<file path="config.mk">
export PLATFORM = sky130hd
export DESIGN_NAME = connection_setup_state_machine_unit
export DESIGN_NICKNAME = d
export VERILOG_FILES = /design/src/sv/cssm_pkg.sv /design/src/sv/cssm_table.sv /design/src/sv/cssm_decide.sv /design/src/sv/connection_setup_state_machine_unit.sv
export VERILOG_INCLUDE_DIRS = /design/src /design/src/sv
export SDC_FILE = /design/constraint.sdc
export NUM_CORES = 1
export LEC_CHECK = 0
export ABC_AREA = 1
export BUFFER_PORTS_ARGS = -buffer_cell sky130_fd_sc_hd__buf_2
export CAP_MARGIN = 20
export CORE_MARGIN = 2
export CORE_UTILIZATION = 50
export CTS_BUF_LIST = sky130_fd_sc_hd__clkbuf_8
export CTS_CLUSTER_SIZE = 40
export DETAILED_ROUTE_END_ITERATION = 7
export PLACE_DENSITY = 0.77
export SLEW_MARGIN = 25
export SYNTH_ARGS = -nofsm -noshare
export SYNTH_HDL_FRONTEND = slang
export SYNTH_HIERARCHICAL = 1
export SYNTH_SLANG_ARGS = --single-unit
</file>
<file path="constraint.sdc">
create_clock -name clock -period 6.95 [get_ports clock]
set_input_delay 2.085 -clock clock [delete_from_list [all_inputs] [get_ports clock]]
set_output_delay 2.085 -clock clock [all_outputs]
set_load 0.1 [all_outputs]
</file>
<file path="src/sv/connection_setup_state_machine_unit_assert.svh">
// Assertion macros for the connection setup state machine unit.
// Included by the RTL files that carry concurrent checks; no other dependencies.
`ifndef CONNECTION_SETUP_STATE_MACHINE_UNIT_ASSERT_SVH
`define CONNECTION_SETUP_STATE_MACHINE_UNIT_ASSERT_SVH
`ifndef SYNTHESIS
// check that is switched off while reset is high
`define CSSM_ASSERT(label, clk, rst, prop) \
   label: assert property (@(posedge clk) disable iff (rst) prop) \
      else $error("cssm assertion failed");
// check that also runs through reset
`define CSSM_ASSERT_ALWAYS(label, clk, prop) \
   label: assert property (@(posedge clk) prop) \
      else $error("cssm assertion failed during or after reset");
`else
`define CSSM_ASSERT(label, clk, rst, prop)
`define CSSM_ASSERT_ALWAYS(label, clk, prop)
`endif
`endif

</file>
<file path="src/sv/cssm_pkg.sv">
// Shared types and codes for the connection setup state machine unit.
// No dependencies; imported by every module of the block.
`default_nettype none

package cssm_pkg;

   // field widths
   localparam int KIND_W   = 3;
   localparam int IDX_W    = 6;
   localparam int ID_W     = 32;
   localparam int REASON_W = 2;
   localparam int STATE_W  = 3;
   localparam int ACT_W    = 4;
   localparam int REJ_W    = 3;
   localparam int CSR_IDX_W = 2;

   // number of entries the index field can reach, and the default table size
   localparam int CONN_SLOTS   = 2 ** IDX_W;
   localparam int CONN_DEFAULT = 64;

   // connection states
   localparam logic [STATE_W-1:0] ST_DISC    = 3'd0;
   localparam logic [STATE_W-1:0] ST_RADDR   = 3'd1;
   localparam logic [STATE_W-1:0] ST_RROUTE  = 3'd2;
   localparam logic [STATE_W-1:0] ST_CONNING = 3'd3;
   localparam logic [STATE_W-1:0] ST_CONNED  = 3'd4;
   localparam logic [STATE_W-1:0] ST_DISCING = 3'd5;

   // event kinds
   localparam logic [KIND_W-1:0] KIND_CONNECT  = 3'd0;
   localparam logic [KIND_W-1:0] KIND_ADDR_OK  = 3'd1;
   localparam logic [KIND_W-1:0] KIND_ROUTE_OK = 3'd2;
   localparam logic [KIND_W-1:0] KIND_ESTAB    = 3'd3;
   localparam logic [KIND_W-1:0] KIND_REQUEST  = 3'd4;
   localparam logic [KIND_W-1:0] KIND_REJECTED = 3'd5;
   localparam logic [KIND_W-1:0] KIND_ERR_DISC = 3'd6;
   localparam logic [KIND_W-1:0] KIND_DESTROY  = 3'd7;

   // actions
   localparam logic [ACT_W-1:0] ACT_NONE          = 4'd0;
   localparam logic [ACT_W-1:0] ACT_RESOLVE_ADDR  = 4'd1;
   localparam logic [ACT_W-1:0] ACT_RESOLVE_ROUTE = 4'd2;
   localparam logic [ACT_W-1:0] ACT_CONNECT       = 4'd3;
   localparam logic [ACT_W-1:0] ACT_ACCEPT        = 4'd4;
   localparam logic [ACT_W-1:0] ACT_ACCEPT_SELF   = 4'd5;
   localparam logic [ACT_W-1:0] ACT_REJECT        = 4'd6;
   localparam logic [ACT_W-1:0] ACT_DISCONNECT    = 4'd7;
   localparam logic [ACT_W-1:0] ACT_FLUSH         = 4'd8;
   localparam logic [ACT_W-1:0] ACT_RELEASE       = 4'd9;

   // reject codes
   localparam logic [REJ_W-1:0] REJ_BAD_PARAM  = 3'd0;
   localparam logic [REJ_W-1:0] REJ_NO_TARGET  = 3'd1;
   localparam logic [REJ_W-1:0] REJ_ERROR      = 3'd2;
   localparam logic [REJ_W-1:0] REJ_CONNECTED  = 3'd3;
   localparam logic [REJ_W-1:0] REJ_CONNECTING = 3'd4;

   // peer reject reasons
   localparam logic [REASON_W-1:0] RSN_CONNECTED  = 2'd0;
   localparam logic [REASON_W-1:0] RSN_CONNECTING = 2'd1;

   // register indexes
   localparam logic [CSR_IDX_W-1:0] CSR_NODE_ID  = 2'd0;
   localparam logic [CSR_IDX_W-1:0] CSR_PROC_ID  = 2'd1;
   localparam logic [CSR_IDX_W-1:0] CSR_SHUTDOWN = 2'd2;

   // one event beat
   typedef struct packed {
      logic [KIND_W-1:0]   kind;
      logic [IDX_W-1:0]    conn_index;
      logic [ID_W-1:0]     remote_node_id;
      logic [ID_W-1:0]     remote_process_id;
      logic                op_ok;
      logic                private_data_ok;
      logic                target_present;
      logic [REASON_W-1:0] remote_reason;
      logic                self_endpoint;
   } req_type;

   // one result beat
   typedef struct packed {
      logic [STATE_W-1:0] new_state;
      logic [ACT_W-1:0]   action;
      logic [REJ_W-1:0]   reject_code;
      logic               failed;
      logic               protocol_error;
   } rsp_type;

   // configuration seen by the decision logic
   typedef struct packed {
      logic [ID_W-1:0] local_node_id;
      logic [ID_W-1:0] local_process_id;
      logic            going_down;
   } cfg_type;

endpackage

`default_nettype wire

</file>
<file path="src/sv/cssm_table.sv">
// Per-connection state table: memory with registered read, valid bits for reset.
// Depends on cssm_pkg; the read forwards a same-cycle write to the same entry.
`default_nettype none

module cssm_table
   import cssm_pkg::*;
#(
   parameter int DEPTH = CONN_DEFAULT,
   parameter int AW    = (DEPTH > 1) ? $clog2(DEPTH) : 1
) (
   input  wire logic               clock,
   input  wire logic               reset,
   input  wire logic               rd_en,
   input  wire logic [AW-1:0]      rd_addr,
   input  wire logic               wr_en,
   input  wire logic [AW-1:0]      wr_addr,
   input  wire logic [STATE_W-1:0] wr_data,
   output logic      [STATE_W-1:0] rd_state
);

   logic [STATE_W-1:0] mem [DEPTH];
   logic [DEPTH-1:0]   vld_ff;
   logic [STATE_W-1:0] mem_rd_ff;
   logic               vld_rd_ff;
   logic               byp_ff;
   logic [STATE_W-1:0] byp_data_ff;

   // state memory write
   always_ff @(posedge clock) begin
      if (wr_en) begin
         mem[wr_addr] <= wr_data;
      end
   end

   // entry written since reset
   always_ff @(posedge clock) begin
      if (reset) begin
         vld_ff <= '0;
      end else if (wr_en) begin
         vld_ff[wr_addr] <= 1'b1;
      end
   end

   // registered read, with the write of the same edge caught for forwarding
   always_ff @(posedge clock) begin
      if (rd_en) begin
         mem_rd_ff   <= mem[rd_addr];
         vld_rd_ff   <= vld_ff[rd_addr];
         byp_ff      <= wr_en && (wr_addr == rd_addr);
         byp_data_ff <= wr_data;
      end
   end

   // never-written entries read as disconnected
   assign rd_state = byp_ff    ? byp_data_ff :
                     vld_rd_ff ? mem_rd_ff   : ST_DISC;

endmodule

`default_nettype wire

</file>
<file path="src/sv/cssm_decide.sv">
// Next-state, action and reject decision for one connection event.
// Depends on cssm_pkg; purely combinational, between the input and result registers.
`default_nettype none

module cssm_decide
   import cssm_pkg::*;
(
   input  wire req_type            item,
   input  wire logic [STATE_W-1:0] cur_state,
   input  wire logic               in_range,
   input  wire cfg_type            cfg,
   output rsp_type                 rsp
);

   logic [2*ID_W-1:0]  rkey;
   logic [2*ID_W-1:0]  lkey;
   logic               sd;
   logic [STATE_W-1:0] ns;
   logic [ACT_W-1:0]   act;
   logic [REJ_W-1:0]   rej;
   logic               fail;
   logic               perr;

   // tie-break keys, node id in the upper half
   assign rkey = {item.remote_node_id, item.remote_process_id};
   assign lkey = {cfg.local_node_id, cfg.local_process_id};
   assign sd   = cfg.going_down;

   // event decode
   always_comb begin
      ns   = cur_state;
      act  = ACT_NONE;
      rej  = REJ_BAD_PARAM;
      fail = 1'b0;
      perr = 1'b0;
      unique case (item.kind)
         KIND_CONNECT: begin
            if (cur_state == ST_DISC) begin
               if (sd) begin
                  fail = 1'b1;
               end else begin
                  act = ACT_RESOLVE_ADDR;
                  if (item.op_ok) ns = ST_RADDR;
                  else fail = 1'b1;
               end
            end
         end
         KIND_ADDR_OK: begin
            if (!sd && cur_state == ST_RADDR) begin
               act = ACT_RESOLVE_ROUTE;
               if (item.op_ok) ns = ST_RROUTE;
               else begin
                  ns   = ST_DISC;
                  fail = 1'b1;
               end
            end
         end
         KIND_ROUTE_OK: begin
            if (!sd && cur_state == ST_RROUTE) begin
               act = ACT_CONNECT;
               if (item.op_ok) ns = ST_CONNING;
               else begin
                  ns   = ST_DISC;
                  fail = 1'b1;
               end
            end
         end
         KIND_ESTAB: begin
            if (!sd && !item.self_endpoint && cur_state == ST_CONNING) begin
               ns  = ST_CONNED;
               act = ACT_FLUSH;
            end
         end
         KIND_REQUEST: begin
            if (!item.private_data_ok) begin
               act = ACT_REJECT;
               rej = REJ_BAD_PARAM;
            end else if (!item.target_present) begin
               act = ACT_REJECT;
               rej = REJ_NO_TARGET;
            end else if (sd) begin
               act = ACT_REJECT;
               rej = REJ_ERROR;
            end else begin
               case (cur_state)
                  ST_CONNED: begin
                     act = ACT_REJECT;
                     rej = REJ_CONNECTED;
                  end
                  ST_DISCING: begin
                     perr = 1'b1;
                  end
                  ST_DISC: begin
                     act = ACT_ACCEPT;
                     if (item.op_ok) ns = ST_CONNING;
                     else begin
                        ns   = ST_DISC;
                        fail = 1'b1;
                     end
                  end
                  default: begin
                     // own attempt in flight: lower peer loses, equal is self connect
                     if (rkey < lkey) begin
                        act = ACT_REJECT;
                        rej = REJ_CONNECTING;
                     end else begin
                        act = (rkey > lkey) ? ACT_ACCEPT : ACT_ACCEPT_SELF;
                        if (item.op_ok) ns = ST_CONNING;
                        else begin
                           ns   = ST_DISC;
                           fail = 1'b1;
                        end
                     end
                  end
               endcase
            end
         end
         KIND_REJECTED: begin
            if (!sd && item.private_data_ok &&
                item.remote_reason != RSN_CONNECTED &&
                item.remote_reason != RSN_CONNECTING) begin
               ns  = ST_DISC;
               act = ACT_RELEASE;
            end
         end
         KIND_ERR_DISC: begin
            if (!sd && cur_state != ST_DISC) begin
               ns  = ST_DISC;
               act = ACT_RELEASE;
            end
         end
         default: begin
            // destroy, unaffected by shutdown
            case (cur_state) inside
               ST_RROUTE, ST_CONNING, ST_CONNED: begin
                  ns  = ST_DISCING;
                  act = ACT_DISCONNECT;
               end
               ST_RADDR: begin
                  ns = ST_DISCING;
               end
               ST_DISCING: begin
                  perr = 1'b1;
               end
               default: begin
               end
            endcase
         end
      endcase
   end

   // an index beyond the table gives an all-zero result
   always_comb begin
      if (in_range) begin
         rsp.new_state      = ns;
         rsp.action         = act;
         rsp.reject_code    = rej;
         rsp.failed         = fail;
         rsp.protocol_error = perr;
      end else begin
         rsp = '0;
      end
   end

endmodule

`default_nettype wire

</file>
<file path="src/sv/connection_setup_state_machine_unit.sv">
// Connection setup state machine unit: one event in, one result out, per beat.
// The block takes one event every clock cycle while results drain: the accepting edge
// registers the event and reads the entry's state from the table memory, and the edge that
// moves the event on writes the decided state back while loading the result register.
// A stalled result holds the event stage, and the input stalls only once both are full.
// Back-to-back events on the same entry see the freshly written state through a forwarding
// path around the table's registered read. The table is ready right after reset with no
// clearing pass; entries never written read as disconnected.
// Depends on cssm_pkg, cssm_table, cssm_decide and the assertion macro header.
`default_nettype none

`include "connection_setup_state_machine_unit_assert.svh"

module connection_setup_state_machine_unit
   import cssm_pkg::*;
#(
   parameter int CONNECTIONS = CONN_DEFAULT
) (
   input  wire logic                 clock,
   input  wire logic                 reset,
   // event channel
   input  wire logic                 req_tvalid,
   output logic                      req_tready,
   // [5:0] conn_index, [37:6] remote_node_id, [69:38] remote_process_id,
   // [70] op_ok, [71] private_data_ok, [72] target_present,
   // [74:73] remote_reason, [75] self_endpoint, [79:76] zero
   input  wire logic [79:0]          req_tdata,
   // [2:0] kind
   input  wire logic [KIND_W-1:0]    req_tuser,
   // result channel
   output logic                      rsp_tvalid,
   input  wire logic                 rsp_tready,
   // [2:0] new_state, [6:3] action, [9:7] reject_code, [10] failed,
   // [11] protocol_error, [15:12] zero
   output logic      [15:0]          rsp_tdata,
   // configuration write channel
   input  wire logic                 csr_valid,
   output logic                      csr_ready,
   input  wire logic [CSR_IDX_W-1:0] csr_index,
   input  wire logic [ID_W-1:0]      csr_data
);

   localparam int TBL_DEPTH = (CONNECTIONS < CONN_SLOTS) ? CONNECTIONS : CONN_SLOTS;
   localparam int TBL_AW    = (TBL_DEPTH > 1) ? $clog2(TBL_DEPTH) : 1;
   localparam logic [31:0] CONN_LIM = 32'(CONNECTIONS);

   req_type            req_item;
   req_type            s1_item_ff;
   logic               s1_vld_ff;
   logic               s1_in_range;
   logic               req_acc;
   logic               advance;
   logic               tbl_wr_en;
   logic [STATE_W-1:0] tbl_state;
   rsp_type            dec_rsp;
   rsp_type            rsp_ff;
   logic               rsp_vld_ff;
   cfg_type            cfg_ff;

   // unpack the event beat
   assign req_item.kind              = req_tuser;
   assign req_item.conn_index        = req_tdata[5:0];
   assign req_item.remote_node_id    = req_tdata[37:6];
   assign req_item.remote_process_id = req_tdata[69:38];
   assign req_item.op_ok             = req_tdata[70];
   assign req_item.private_data_ok   = req_tdata[71];
   assign req_item.target_present    = req_tdata[72];
   assign req_item.remote_reason     = req_tdata[74:73];
   assign req_item.self_endpoint     = req_tdata[75];

   // configuration registers, to be written only while idle; the user must keep to this, the block does not enforce it
   assign csr_ready = 1'b1;

   always_ff @(posedge clock) begin
      if (reset) begin
         cfg_ff <= '0;
      end else if (csr_valid) begin
         unique case (csr_index)
            CSR_NODE_ID:  cfg_ff.local_node_id    <= csr_data;
            CSR_PROC_ID:  cfg_ff.local_process_id <= csr_data;
            CSR_SHUTDOWN: cfg_ff.going_down       <= csr_data[0];
            default: begin
            end
         endcase
      end
   end

   // flow control: stage one moves on when the result register is free or drains
   assign advance    = !rsp_vld_ff || rsp_tready;
   assign req_tready = !s1_vld_ff || advance;
   assign req_acc    = req_tvalid && req_tready;

   // input register
   always_ff @(posedge clock) begin
      if (reset) begin
         s1_vld_ff <= 1'b0;
      end else if (req_tready) begin
         s1_vld_ff <= req_tvalid;
      end
   end

   always_ff @(posedge clock) begin
      if (req_acc) begin
         s1_item_ff <= req_item;
      end
   end

   assign s1_in_range = (32'(s1_item_ff.conn_index) < CONN_LIM);
   assign tbl_wr_en   = s1_vld_ff && advance && s1_in_range;

   // state table
   cssm_table #(
      .DEPTH (TBL_DEPTH),
      .AW    (TBL_AW)
   ) u_table (
      .clock    (clock),
      .reset    (reset),
      .rd_en    (req_acc),
      .rd_addr  (req_item.conn_index[TBL_AW-1:0]),
      .wr_en    (tbl_wr_en),
      .wr_addr  (s1_item_ff.conn_index[TBL_AW-1:0]),
      .wr_data  (dec_rsp.new_state),
      .rd_state (tbl_state)
   );

   // event decision
   cssm_decide u_decide (
      .item      (s1_item_ff),
      .cur_state (tbl_state),
      .in_range  (s1_in_range),
      .cfg       (cfg_ff),
      .rsp       (dec_rsp)
   );

   // result register
   always_ff @(posedge clock) begin
      if (reset) begin
         rsp_vld_ff <= 1'b0;
      end else if (advance) begin
         rsp_vld_ff <= s1_vld_ff;
      end
   end

   always_ff @(posedge clock) begin
      if (advance && s1_vld_ff) begin
         rsp_ff <= dec_rsp;
      end
   end

   assign rsp_tvalid = rsp_vld_ff;
   assign rsp_tdata  = {4'd0, rsp_ff.protocol_error, rsp_ff.failed, rsp_ff.reject_code,
                        rsp_ff.action, rsp_ff.new_state};

   // checks
   `CSSM_ASSERT_ALWAYS(a_reset_empties, clock, reset |=> (!rsp_tvalid && !s1_vld_ff))
   `CSSM_ASSERT(a_accept_fills_stage, clock, reset, req_acc |=> s1_vld_ff)
   `CSSM_ASSERT(a_perr_quiet, clock, reset,
      (rsp_tvalid && rsp_ff.protocol_error) |->
         (rsp_ff.new_state == ST_DISCING && rsp_ff.action == ACT_NONE))
   `CSSM_ASSERT(a_rej_only_reject, clock, reset,
      (rsp_tvalid && rsp_ff.reject_code != REJ_BAD_PARAM) |-> rsp_ff.action == ACT_REJECT)
   `CSSM_ASSERT(a_fail_disc, clock, reset,
      (rsp_tvalid && rsp_ff.failed) |-> rsp_ff.new_state == ST_DISC)

endmodule

`default_nettype wire
</file>
== Word-level counts from Yosys, hierarchy flattened ==
Memory sizes are Yosys's and may differ from the RTL's. A register that Yosys moved wholly into a read port is not among the register bits.
Index checks and enable logic that the tools add are counted.
Word-level totals
  flip-flop bits (word level): 227
  memory bits (writable): 192
  bits of input ports: 122
  logic and storage cells: 146
  memories: 1
Memory list
  u_table.mem: depth 64, bits a word 3, rd ports 1, clocked after memory_dff 1, wr ports 1, line cssm_table.sv:21  | logic [STATE_W-1:0] mem [DEPTH];
Cells by class
  order comparisons: 5
  equality and inequality tests: 15
  multiplexer cells: 63
  bitwise operators: 4
  reduce and logical (&&, ||, !) cells: 33
Operator list (count)
  greater-than comparator 64 bit: 1
  < comparator 64 bit: 1
  OR 64 bit: 1
  2-to-1 mux 3 bit: 18
  2-to-1 mux 4 bit: 8
  case mux 4 bit (7 select lines): 1
  2-to-1 mux 1 bit: 22
  case mux 3 bit (7 select lines): 1
  equality test 3 bit (second input constant): 5
  < comparator 6 x 7 -> 1 bit (second input constant): 2
  equality test 3 x 2 -> 1 bit (second input constant): 4
  logical AND 1 bit: 12
  case mux 3 bit (2 select lines): 2
  case mux 4 bit (3 select lines): 1
  2-to-1 mux 2 bit: 5
  AND reduction 2 bit: 4
  binary-select mux 1 bit (select 6 bit): 1
  demux 1 bit (select 6 bit): 1
  equality test 3 x 1 -> 1 bit (second input constant): 2
  equality test 6 bit: 1
  greater-or-equal comparator 6 x 1 -> 1 bit (second input constant): 1
  zero test 3 bit: 2
  OR reduction 6 bit: 1
  zero test 1 bit: 4
  14 further kinds: 19

== Longest topological paths before layout ==
Gate-level depths: netlist of the first run.
  depth in word-level cells: 9
  mapped depth: 18
  gate-level depth less buffers: 18

== Modules after synthesis ==
Netlist of the first run, hierarchy kept.
By module, submodules not included
  cssm_table: instances 1, cells each 1149, area an instance 10991.8 µm², seq. area each 7287.0 µm²
  connection_setup_state_machine_unit: instances 1, cells each 532, area an instance 5657.9 µm², seq. area each 4073.9 µm²
  cssm_decide: instances 1, cells each 425, area an instance 2392.3 µm², seq. area each 0.0 µm²

== Least setup slack after synthesis of the first run ==
Ideal clock, no wire load.
  path type: input to register
  start: input port rsp_tready
  end: register s1_item_ff[0] in the netlist's numbering, enable pin
  library setup time: 0.440 ns
  arrival time: 4.687 ns
  slack: 1.822 ns
  stages: 4
  path buffers: 0
  path through: inv_1 -> nand3_1 -> nand2_1 -> inv_1
Between the ends
  longest elaborated chain between the ends: 3
RTL lines
  from (decl): line connection_setup_state_machine_unit.sv:32  | input wire logic rsp_tready,
  logical OR 1 bit: line connection_setup_state_machine_unit.sv:89  | assign advance = !rsp_vld_ff || rsp_tready;
  logical OR 1 bit: line connection_setup_state_machine_unit.sv:90  | assign req_tready = !s1_vld_ff || advance;
  via req_tready: line connection_setup_state_machine_unit.sv:23  | output logic req_tready,
  logical AND 1 bit: line connection_setup_state_machine_unit.sv:91  | assign req_acc = req_tvalid && req_tready;
  via req_acc: line connection_setup_state_machine_unit.sv:51  | logic req_acc;
  to (signal assigned): line connection_setup_state_machine_unit.sv:104  | s1_item_ff <= req_item;
  to (decl): line connection_setup_state_machine_unit.sv:48  | req_type s1_item_ff;
The timed path passes the listed nets, and every way through them passes these cells.
A chain may end at the register's enable or synchronous reset.

== Worst setup path in the final report of the first run ==
  start: input port rsp_tready
  end: output port req_tready
Between the ends
  longest elaborated chain between the ends: 2
RTL lines (line)
  logical OR 1 bit: connection_setup_state_machine_unit.sv:89
  logical OR 1 bit: connection_setup_state_machine_unit.sv:90
  to (decl): connection_setup_state_machine_unit.sv:23
Every way passes these cells.

==> qor.yml, run 1 <==
outcome: "finished clean"
dp_hpwl_um: 28980
rows: 71
worst_pin_slew_ns: 0.9039
worstPathCellList: "buf_2 -> inv_1 -> nand3_1 -> buf_2"
cts.htree.levels: 3
synth_area_um2: 19010
synthCells: 2105
placed_area_um2: 19980
ir_worst_vdd_mv: 0.1624
clkLatencyLatePin_ns: 0.61
cellLeakagePower_nw: 8.911
crit_family: "buffers and inverters"
worstPathRequired_ns: 4.87
finalMaxSlewViolations: 0
crit_slowest_cell: "buf_2"
fin_crit_ns: 4.839
die_w_um: 199.0
grt_use_total_pct: 23.00
grt_pass1_vias: 14183
tritoncts: "yes"
cpPeakStageDelay_ns: 0.44
grt-ovfl-total: 0
coreArea_um2: 37580
clock-sinks: 421
cts_buffers: 70
path_class: "in2out"
avgRoutedWirePerCell_um: 16.10
ios: 141
vias_per_cell: 5.221
cts_resized: 0
area_growth_pct: 11.98
crit_path_start_kind: "input port"
skew_ns: 0.02527
drive_gt1_share_pct: 11.53
avgSynthCellArea_um2: 9.032
layout_common_cells: "541 x nand2_1, 326 x nor2_1, 290 x edfxtp_1"
grt_max_degree: 80
fin_area_um2: 21290
cts-root-buf: "clkbuf_8"
finalHoldViolations: 0
power_density_nw_per_um2: 250.5
setup_viol: 0
worstPathArrival_ns: 2.75
die_area_um2: 39600
fmax_ghz: 0.2067
drc_errors: 0
path_buf_inv: 3
relSlewSlack_pct: 39.67
port_buffers: 130
holdBufCountCts: 0
yosys_warnings: 6
cp-end-kind: "primary output"
finalCritPeriodShare_pct: 69.62
vias: 14628
dr.pass1.iters: 6
path_clk_slew_ns: 0.05
antenna_found_initial: 6
final_common_cell: "nand2_1"
num-nets-final: 2422
maxCapViolCount: 0
rsz0062_at_grt: "no"
initial_core_util_pct: 50.59
wl_um: 45120
finalWeightedCongestion: 0.9031
cts_buffer_depth: 3
ant_nets: 0
grt_pass1_wl_um: 70520
post_cts_buffers: 0
drt_iter0_drc: 1290
fin_tns_setup_ns: 0
hold_class: "reg2reg"
die_h_um: 199.0
crit_fanout: 3
path_common_cell: "buf_2"
## stage by stage
stage,power (mW),setup WS (ns),util (%),hold slack [ns],cells
finish,5.333,2.111,56.65,0.4707,2802
global route,5.561,2.062,56.65,0.4877,2801
CTS,5.377,2.104,56.64,0.4718,2801
detailed placement,3.343,1.651,53.17,0.4590,2675
global placement,3.320,1.744,53.17,0.4490,2675
floorplan,3.187,1.842,-,0.4402,2117
## layout make-up
class	instances	area (µm²)
Antenna cell	1	2.502
Clock buffer	77	1060
Clock inverter	49	245.2
Fill cell	3205	16290
Inverter	228	860.8
Multi-Input combinational cell	1373	6407
Sequential cell	421	11330
Tap cell	511	639.4
Timing Repair Buffer	142	743.2
## layer usage
layer	part of all wire [%]	global-route usage (%)	vias up
met5	0.15	0	-
met4	3.1	9.149	10
li1	-	-	7125
met3	7.3	5.646	99
met1	41	27.67	6874
met2	48	39.69	520
## path summary, 6_finish.rpt
| check | from | end | slack, ns | cells after the start |
|---|---|---|---|---|
| min | u_table/vld_ff[58] | u_table/vld_ff[58] | 0.47 | 2 |
| max reg2reg | s1_item_ff[21] | u_table/mem[18][0] | 3.71 | 14 |
| min reg2reg | u_table/vld_ff[58] | u_table/vld_ff[58] | 0.47 | 2 |
| max | rsp_tready | req_tready | 2.11 | 4 |
## flip-flops by register name (all words and copies together), names as in the netlist
signal               flops
u_table/vld_rd_ff        1
rsp_tvalid               1
u_table/byp_ff           1
s1_item_ff              78
rsp_tdata               12
u_table/vld_ff          64
s1_vld_ff                1
cfg_ff                  65
u_table/mem            192
u_table/byp_data_ff      3
u_table/mem_rd_ff        3
## worst min-delay path, stage by stage (launching register included)
cell and delay [ns]:
dfxtp_1 0.32, nor2_1 0.05, nor2_1 0.07
## power breakdown
group | total [mW] | switching (mW) | internal [mW] | leakage [nW]
Clock | 2.04 | 0.977 | 1.06 | 0.739
Sequential | 2.78 | 0.0288 | 2.76 | 3.85
Combinational | 0.511 | 0.362 | 0.149 | 4.32
Total | 5.33 | 1.37 | 3.96 | 8.91
(Power assumes the default switching activity.)
==> inputs of run 2 (changes only) <==
--- a/config.mk
+++ b/config.mk
@@ -14,7 +14,7 @@
 export CTS_BUF_LIST = sky130_fd_sc_hd__clkbuf_8
 export CTS_CLUSTER_SIZE = 40
 export DETAILED_ROUTE_END_ITERATION = 7
-export PLACE_DENSITY = 0.77
+export PLACE_DENSITY = 0.8
 export SLEW_MARGIN = 25
 export SYNTH_ARGS = -nofsm -noshare
 export SYNTH_HDL_FRONTEND = slang
==> constraint.sdc (replaced) <==
create_clock -name clock -period 4 [get_ports clock]
set_input_delay 1.2 -clock clock [delete_from_list [all_inputs] [get_ports clock]]
set_output_delay 1.2 -clock clock [all_outputs]
set_load 0.1 [all_outputs]
==> qor.yml, run 2 (same netlist as run 1, synthesis figures left out) <==
finalWeightedCongestion: 0.8893
finalCritPeriodShare_pct: 75.76
reg2reg_setup_slack_ns: 1.01
dr.pass1.iters: 6
cts_resized: 0
rsz0062_at_grt: "no"
outcome: "finished clean"
finalMaxSlewViolations: 0
area_growth_pct: 12.68
die_w_um: 199.0
hold_class: "reg2reg"
placed_area_um2: 20060
nFillCells: 3194
grt_pass1_vias: 14577
path_class: "in2out"
ir_worst_vdd_mv: 0.2623
avgRoutedWirePerCell_um: 16.35
die_h_um: 199.0
grt_max_degree: 131
ant_nets: 0
r2r_cells: 15
num-nets-final: 2426
wl_met3_um: 3711
vias: 14815
grt_use_total_pct: 23.34
drt_iter0_drc: 1252
power_density_nw_per_um2: 438.1
crit_path_start_kind: "input port"
final_common_cell: "nand2_1"
r2r_start: "s1_item_ff[35]"
topRoutingLayerUsed: "met5"
setup_viol: 0
cp-end-kind: "primary output"
path_clk_slew_ns: 0.05
r2r-end: "u_table/mem[57][2]"
finalHoldViolations: 0
dp_hpwl_um: 29290
clock-sinks: 421
port_buffers: 130
antenna_found_initial: 7
power_mw: 9.384
cts_buffers: 69
maxCapViolCount: 0
cts_buffer_depth: 3
largest_register_ffs: 192
grt-ovfl-total: 0
fin_tns_setup_ns: 0
clkLatencyLatePin_ns: 0.62
met1Wirelength_um: 18600
vias_per_cell: 5.274
worstPathArrival_ns: 1.83
cellLeakagePower_nw: 8.985
utilization_pct: 57.01
drc_errors: 0
fmax_ghz: 0.3300
drive_gt1_share_pct: 11.82
tritoncts: "yes"
ios: 141
fin_crit_ns: 3.031
coreArea_um2: 37580
cts-root-buf: "clkbuf_8"
cts.htree.levels: 3
crit_path_end: "req_tready"
wl_um: 45940
rows: 71
worstPathRequired_ns: 2.80
die_area_um2: 39600
grt_pass1_wl_um: 71810
relSlewSlack_pct: 41.39
initial_core_util_pct: 50.59
worst_pin_slew_ns: 0.8792
reg.largest.list: "u_table/mem: 192 flops, s1_item_ff: 78 flops, cfg_ff: 65 flops"
routed-wl-met2_um: 21960
skew_ns: 0.02666
layout_common_cells: "541 x nand2_1, 326 x nor2_1, 290 x edfxtp_1"
place_inst: 2680
fin_area_um2: 21420
post_cts_buffers: 0
holdBufCountCts: 0
crit_fanout: 3
fin_cells: 2809
largest_register: "u_table/mem"
cp-startpoint: "rsp_tready"
min-delay-start: "u_table/vld_ff[59]"
==> run 2: cell types whose count changed in the layout (fill, tap and decap cells not counted), sizes merged <==
cell	previous run	this run
buf	142	147
clkbuf	77	78
diode	1	5
clkinvlp	5	4
clkinv	24	15
inv	247	253
bufinv	1	2
==> run 2: worst min-delay path by stage <==
stage	cells past startpoint	slack (ns)	to
CTS	2	0.47	u_table/vld_ff[18]
detailed placement	2	0.46	u_table/vld_ff[18]
global placement	2	0.45	u_table/vld_ff[49]
floorplan	2	0.44	u_table/vld_ff[11]
finish	2	0.47	u_table/vld_ff[59]
global route	2	0.48	u_table/vld_ff[49]
==> run 2: final cells by class <==
type	count	area [µm²]	area share, %
sequential	421	11330	52.89
multi-input combinational	1373	6412	29.93
clock buffer	78	1074	5.011
inverter	228	862.1	4.024
timing repair buffer	147	818.3	3.820
tap	511	639.4	2.985
clock inverter	46	272.8	1.273
antenna	5	12.51	0.05841
==> run 2: layer usage <==
layer / track usage [%] / up-vias
met2: 40.04 / 559
met5: 0 / -
li1: - / 7142
met3: 5.561 / 116
met4: 10.12 / 12
met1: 28.03 / 6986
==> run 2: worst max-delay path, cell delays in order <==
cell and delay, ns:
buf_2 0.08, inv_1 0.06, nand3_2 0.07, buf_2 0.42
==> run 2: through the flow <==
| stage | hold WS [ns] | setup WS [ns] |
|---|---|---|
| 2_1_floorplan | 0.4402 | 0.07366 |
| 3_3_place_gp | 0.4491 | 0.8048 |
| 3_5_place_dp | 0.4562 | 0.7518 |
| 4_1_cts | 0.4714 | 0.9642 |
| 5_1_grt | 0.4841 | 0.7886 |
| 6_report | 0.4684 | 0.9694 |
==> run 2: where the power goes <==
part	switching [mW]	total, mW	internal (mW)
sequential	0.0518	4.84	4.79
combinational	0.636	0.904	0.268
clock	1.71	3.64	1.93
total	2.40	9.38	6.98
